--- src/hw/rtl/qrac_pkg.sv ---
// ----------------------------------------------------------------------------
// qrac_pkg
// Types, fixed-point constants and the rounding helper shared by the
// quaternion rotation angle check pipeline and its square-root unit.
// ----------------------------------------------------------------------------
package qrac_pkg;

  localparam int COEF_FRAC = 28;       // fraction bits of the internal Q28 values
  localparam int X_W       = 29;       // |w| in Q28, at most 1.0
  localparam int P_W       = 29;       // polynomial value in Q28, below 2.0
  localparam int ROOT_W    = 29;       // sqrt(1-|w|) in Q28, at most 1.0
  localparam int REM_W     = 58;       // radicand and partial remainder
  localparam int PROD_W    = 58;       // width of every Q28 by Q28 product
  localparam int RND_W     = 30;       // product rounded back to Q28
  localparam int DOT_W     = 34;       // sum of four 16x16 signed products
  localparam int ANGLE_W   = 16;
  localparam int LATENCY   = 36;       // request to result, in cycles

  localparam logic [X_W-1:0]    ONE_Q28  = 29'd268435456;
  localparam logic [PROD_W-1:0] HALF_Q28 = 58'd134217728;
  localparam logic [28:0]       C0_Q28   = 29'd421639302;
  localparam logic [25:0]       C1_Q28   = 26'd56939026;
  localparam logic [24:0]       C2_Q28   = 25'd19934285;
  localparam logic [22:0]       C3_Q28   = 23'd5027608;
  localparam logic [29:0]       PI_Q28   = 30'd843314857;

  localparam logic [ANGLE_W-1:0] ANGLE_MAX   = 16'd51472;
  localparam logic [ANGLE_W-1:0] LIMIT_RESET = 16'd2709;

  typedef struct packed {
    logic signed [15:0] a_w;
    logic signed [15:0] a_x;
    logic signed [15:0] a_y;
    logic signed [15:0] a_z;
    logic signed [15:0] b_w;
    logic signed [15:0] b_x;
    logic signed [15:0] b_y;
    logic signed [15:0] b_z;
  } in_t;

  typedef struct packed {
    logic [ANGLE_W-1:0] rotation_angle;
    logic               exceeds_limit;
    logic               was_clamped;
  } out_t;

  // Data that rides along the square-root pipeline.
  typedef struct packed {
    logic [P_W-1:0] p;
    logic           neg;
    logic           clamped;
  } side_t;

  // Round half up from Q56 back to Q28.
  function automatic logic [RND_W-1:0] rnd_q28(input logic [PROD_W-1:0] v);
    logic [PROD_W-1:0] sum;
    sum = v + HALF_Q28;
    return sum[COEF_FRAC +: RND_W];
  endfunction

endpackage

--- src/hw/rtl/qrac_sqrt.sv ---
// ----------------------------------------------------------------------------
// qrac_sqrt
// Pipelined integer square root, one result bit per register stage.
// ----------------------------------------------------------------------------
module qrac_sqrt import qrac_pkg::*; (
  input  logic              clk,
  input  logic              rst_n,
  input  logic              in_vld,
  input  logic [REM_W-1:0]  in_rad,
  input  side_t             in_side,
  output logic              out_vld,
  output logic [ROOT_W-1:0] out_root,
  output side_t             out_side
);

  logic              vld_r  [ROOT_W];
  logic [REM_W-1:0]  rem_r  [ROOT_W];
  logic [ROOT_W-1:0] root_r [ROOT_W];
  side_t             side_r [ROOT_W];

  for (genvar k = 0; k < ROOT_W; k++) begin : g_step
    localparam int B = ROOT_W - 1 - k;

    logic              pv;
    logic [REM_W-1:0]  prem;
    logic [ROOT_W-1:0] proot;
    side_t             pside;
    logic [REM_W-1:0]  trial;

    if (k == 0) begin : g_first
      assign pv    = in_vld;
      assign prem  = in_rad;
      assign proot = '0;
      assign pside = in_side;
    end else begin : g_next
      assign pv    = vld_r[k-1];
      assign prem  = rem_r[k-1];
      assign proot = root_r[k-1];
      assign pside = side_r[k-1];
    end

    // Setting bit B grows the square by 2*root*2^B + 2^(2B).
    assign trial = (REM_W'(proot) << (B + 1)) + (REM_W'(1) << (2 * B));

    always_ff @(posedge clk) begin
      if (!rst_n) begin
        vld_r[k] <= 1'b0;
      end else begin
        vld_r[k] <= pv;
      end
    end

    always_ff @(posedge clk) begin
      side_r[k] <= pside;
      if (prem >= trial) begin
        rem_r[k]  <= prem - trial;
        root_r[k] <= proot | (ROOT_W'(1) << B);
      end else begin
        rem_r[k]  <= prem;
        root_r[k] <= proot;
      end
    end
  end

  assign out_vld  = vld_r[ROOT_W-1];
  assign out_root = root_r[ROOT_W-1];
  assign out_side = side_r[ROOT_W-1];

endmodule

--- config.mk ---
export PLATFORM = sky130hd
export DESIGN_NAME = qrac_sqrt
export DESIGN_NICKNAME = d
export VERILOG_FILES = /design/src/hw/rtl/qrac_pkg.sv /design/src/hw/rtl/qrac_sqrt.sv
export SDC_FILE = /design/constraint.sdc
export NUM_CORES = 2
export LEC_CHECK = 0
export ABC_AREA = 0
export BUFFER_PORTS_ARGS = -buffer_cell sky130_fd_sc_hd__buf_2
export CAP_MARGIN = 25
export CORE_MARGIN = 10
export CORE_UTILIZATION = 60
export CTS_BUF_LIST = sky130_fd_sc_hd__clkbuf_4 sky130_fd_sc_hd__clkbuf_8
export DETAILED_ROUTE_END_ITERATION = 10
export HOLD_SLACK_MARGIN = 0.02
export PLACE_DENSITY = 0.89
export SLEW_MARGIN = 20
export SYNTH_ARGS = -nofsm -noshare
export SYNTH_HDL_FRONTEND = slang
export SYNTH_SLANG_ARGS = --single-unit
--- constraint.sdc ---
create_clock -name clk -period 5.8 [get_ports clk]
set_clock_uncertainty 0.1 [all_clocks]
set_input_delay 0.87 -clock clk [delete_from_list [all_inputs] [get_ports clk]]
set_output_delay 0.87 -clock clk [all_outputs]
set_load 0.05 [all_outputs]
-- Word-level counts from Yosys, hierarchy flattened
Memories as Yosys holds them, arrays and structs flattened.
Index checks and enable logic that the tools add are counted.
- bits in registers: 0
- bits in writable memories: 3451
- input bits: 92
- output and inout bits: 61
- logic and storage cells: 353
- memories kept: 4
- add/sub/neg operators: 57
- order comparisons: 29
- mux-type cells: 176
- bitwise gates (word level): 87
- memories (name ; depth ; width ; rd ports ; clocked after memory_dff ; write ports ; line ; text):
    rem_r ; 29 ; 58 ; 28 ; 0 ; 29 ; qrac_sqrt.sv:17 ; logic [REM_W-1:0] rem_r [ROOT_W];
    side_r ; 29 ; 31 ; 29 ; 0 ; 29 ; qrac_sqrt.sv:19 ; side_t side_r [ROOT_W];
    root_r ; 29 ; 29 ; 29 ; 0 ; 29 ; qrac_sqrt.sv:18 ; logic [ROOT_W-1:0] root_r [ROOT_W];
    vld_r ; 29 ; 1 ; 29 ; 0 ; 29 ; qrac_sqrt.sv:16 ; logic vld_r [ROOT_W];
- operators by type and width (kind ; number):
    58-bit 2-to-1 mux ; 29
    29-bit 2-to-1 mux ; 29
    1-bit 2-to-1 mux ; 118
    1-bit bitwise OR ; 87
    57-bit by 55-bit adder with 58-bit output, second input constant ; 1
    58-bit by 31-bit >= comparator with 1-bit output ; 1
    58-bit by 32-bit >= comparator with 1-bit output ; 1
    58-bit by 33-bit >= comparator with 1-bit output ; 1
    58-bit by 34-bit >= comparator with 1-bit output ; 1
    58-bit by 35-bit >= comparator with 1-bit output ; 1
    58-bit by 36-bit >= comparator with 1-bit output ; 1
    58-bit by 37-bit >= comparator with 1-bit output ; 1
    58-bit by 38-bit >= comparator with 1-bit output ; 1
    58-bit by 39-bit >= comparator with 1-bit output ; 1
    58-bit by 40-bit >= comparator with 1-bit output ; 1
    58-bit by 41-bit >= comparator with 1-bit output ; 1
    58-bit by 42-bit >= comparator with 1-bit output ; 1
    58-bit by 43-bit >= comparator with 1-bit output ; 1
    58-bit by 44-bit >= comparator with 1-bit output ; 1
    58-bit by 45-bit >= comparator with 1-bit output ; 1
    58-bit by 46-bit >= comparator with 1-bit output ; 1
    58-bit by 47-bit >= comparator with 1-bit output ; 1
    58-bit by 48-bit >= comparator with 1-bit output ; 1
    58-bit by 49-bit >= comparator with 1-bit output ; 1
    other kinds (66) ; 66

-- Depth between registers and ports, before layout
An unclocked memory read counts as a cell.
- depth after elaboration: 6
- depth in mapped cells: 14
- depth with buffers taken out: 12

-- Least setup slack after synthesis
Ideal clock, no wire load.
- path kind: register to register
- start: memory root_r[26][28] (netlist: root_r[1][318])
- end: memory rem_r[27][56] (netlist: rem_r[1][694])
- setup time: 0.072 ns
- arrival time: 3.077 ns
- data required time: 5.628 ns
- setup slack: 2.551 ns
- cell stages (with the launch flop): 13
- path buffers: 1
- period minus slack after synthesis: 3.249 ns
- cells stage by stage: dfxtp_1 inv_1 ha_1 buf_2 nor2b_1 nand3_1 or3_1 or4_1 nand3_1 a31oi_1 or4_1 nor3_1 xor2_1
- RTL lines (element ; line):
    start, declared ; qrac_sqrt.sv:18
    end, declared ; qrac_sqrt.sv:17

==> impl_metrics.py <==
metrics = {
    "yosys": {
        "yosysWarnings": 0,
        "synth_flop_cell": "dfxtp_1",
        "async_flop_share": 0,
        "synth_area_leaders": "dfxtp_1 (62%), ha_1 (5.9%), xnor2_1 (3.5%), xor2_1 (3.1%), a21oi_1 (2.4%)",
        "avgSynthCellArea_um2": 10.9,
        "syn_nets": 9407,
        "yosysSeqAreaShare": 0.617,
        "netlist_area_um2": 96900,
        "synth_edf_count": 0,
        "synth_cells": 8855,
        "synth_top_area_cell": "dfxtp_1",
        "ys_ff_latch": 2987,
        "yosysUniqueCellTypes": 97,
        "synth_top_cell_area_share": 0.617,
    },
    "critical_path": {
        "slowest_delay_ns": 0.96,
        "critical_path_required_ns": 6.64,
        "worstSetupPathType": "flop to flop",
        "end_kind": "flop",
        "path_delay_family": "simple AND/OR/NAND/NOR gates",
        "path_depth": 10,
        "cp.arrival_ns": 5.68,
        "cp_cell_sequence": "inv_1, ha_1, nand2_1, nor4_2, nand4_1, o31ai_2, or3_1, a31o_2, buf_4, mux2_2",
        "start_kind": "flop",
        "reg2reg_depth": 10,
        "critPathBufInv": 2,
        "cp_max_fo": 40,
        "critPathSlowestCell": "nor4_2",
    },
    "cells_and_area": {
        "drive_above_1_share": 0.114,
        "seq_area_um2": 59800,
        "instances_no_fill": 11900,
        "area_delta_synth_final_pct": 14.0,
        "n_fill_cell": 10600,
        "final_common_cell": "dfxtp_1",
        "nets": 9955,
        "layout_common_cells": "dfxtp_1 (2987), nand2_1 (573), inv_1 (567)",
        "multi_input_area_um2": 34500,
    },
    "sta": {
        "clock.fmax_mhz": 207,
        "tightest_slew_ns": 1.20,
        "grt_setup_unrepaired": "false",
        "finalSetupViolCount": 0,
        "fin_crit_sh": 0.834,
        "min_period_ns": 4.83,
        "drv_slew": 0,
        "max_slew_margin": 0.195,
        "hold_slack_ns": 0.126,
        "hold_viol": 0,
        "finalSetupTns_ns": 0,
    },
    "place": {
        "place_hpwl_mm": 168,
        "dpl.cell_count": 11000,
        "gp_congestion": 1.01,
        "numPortBuffers": 152,
    },
    "hold_path": {
        "worstHoldPathCells": 2,
        "hp-class": "input pin to flop",
    },
    "cts": {
        "clock_sinks": 2987,
        "post_cts_resized": 0,
        "cts_root_buf": "clkbuf_8",
        "cts_buffers": 438,
        "htreeDepth": 5,
        "clk_pin_slew_worst_paths_ns": 0.06,
        "cts.path.max_buffers": 4,
        "tritoncts": "yes",
        "clock_latency_ns": 1.20,
    },
    "floorplanning": {
        "num_rows": 147,
        "die_y_um": 422,
        "dieArea_um2": 178000,
        "io_pins": 153,
        "die_x_um": 422,
        "initial_core_util": 0.604,
        "core_um2": 161000,
    },
    "detailed_routing": {
        "drt_iter0_markers": 6217,
        "detail-route-antenna-nets": 0,
        "vias": 69500,
        "first_pass_iters": 7,
        "wire_per_inst_um": 22.0,
        "route.detailed.drc": 0,
        "routed_wl_mm": 262,
        "vias_per_cell": 5.84,
    },
    "outcome": {
        "outcome": "completed",
    },
    "global_routing": {
        "grt_usage": 0.283,
        "antenna_found_initial": 21,
        "grt-ovfl-total": 0,
        "first_global_vias": 72200,
        "grt_max_degree": 54,
        "grt_pass1_wl_mm": 399,
    },
    "flow_run": {
        "drv_cap": 0,
    },
    "power_and_ir_drop": {
        "peakVddDrop_uv": 388,
        "power.density_nw_per_um2": 515,
        "power_w": 0.0570,
        "leakagePower_nw": 49.8,
    },
}
Yosys cell counts (123+ instances only):
cell type	number
nor4_1	266
xor2_1	340
nand3_1	128
dfxtp_1	2987
xnor2_1	385
inv_1	567
nand2_1	573
clkbuf_1	136
nand4_1	123
nor3_1	225
nor2_1	489
a21o_1	162
ha_1	460
o21ai_0	427
a21oi_1	471
through the flow:
stage / instance area [um2] / util / worst slack, ns
3_3_place_gp: 100000 / 0.623 / 0.461
6_report: 111000 / 0.688 / 0.965
3_5_place_dp: 100000 / 0.623 / 1.16
2_1_floorplan: 96900 / - / 2.55
4_1_cts: 110000 / 0.688 / 1.18
5_1_grt: 111000 / 0.688 / 1.03
final timing paths:
check / start / to / slack, ns
max: root_r[1][197] / rem_r[1][427] / 0.97
min: rst_n / vld_r[1][4] / 0.13
max reg2reg: root_r[1][197] / rem_r[1][427] / 0.97
min reg2reg: root_r[1][247] / root_r[1][276] / 0.15
flip-flops by register name, indices dropped and copies added (netlist names):
signal  flops
rem_r    1624
root_r    435
side_r    899
vld_r      29
metal layers:
layer	share of wire	global-route usage
met1	0.32	0.257
met2	0.50	0.508
met3	0.082	0.0839
met4	0.099	0.244
met5	0.00047	0.00215
timing repair:
item / in CTS / in global routing
hold buffers: 91 / 0
setup endpoints to repair: 0 / 0
endpoints found under the hold margin: 91 / 0
setup buffers: 0 / 0
cell families after synthesis:
| logic type | synth area share |
|---|---|
| buffers and inverters | 0.0288 |
| AND/OR/NAND/NOR | 0.126 |
| XOR/XNOR | 0.0655 |
| flip-flops | 0.617 |
| multiplexers | 0.00768 |
| adder cells (fa/ha/maj) | 0.0594 |
| AO/OA/AOI/OAI | 0.0953 |
power breakdown:
part | total, W | internal, W | switching (W)
clock | 0.0181 | 0.0101 | 0.00794
combinational | 0.0118 | 0.00495 | 0.00687
sequential | 0.0271 | 0.0241 | 0.00301
total | 0.0570 | 0.0391 | 0.0178
area by class of cell:
cell class	count	share of cell area
sequential	2987	0.541
multi-input combinational	5135	0.312
clock buffer	694	0.0785
tap	2160	0.0244
inverter	568	0.0193
timing repair buffer	273	0.0171
clock inverter	72	0.00712
antenna	11	0.000249
Power figures use the tool's default switching activity.
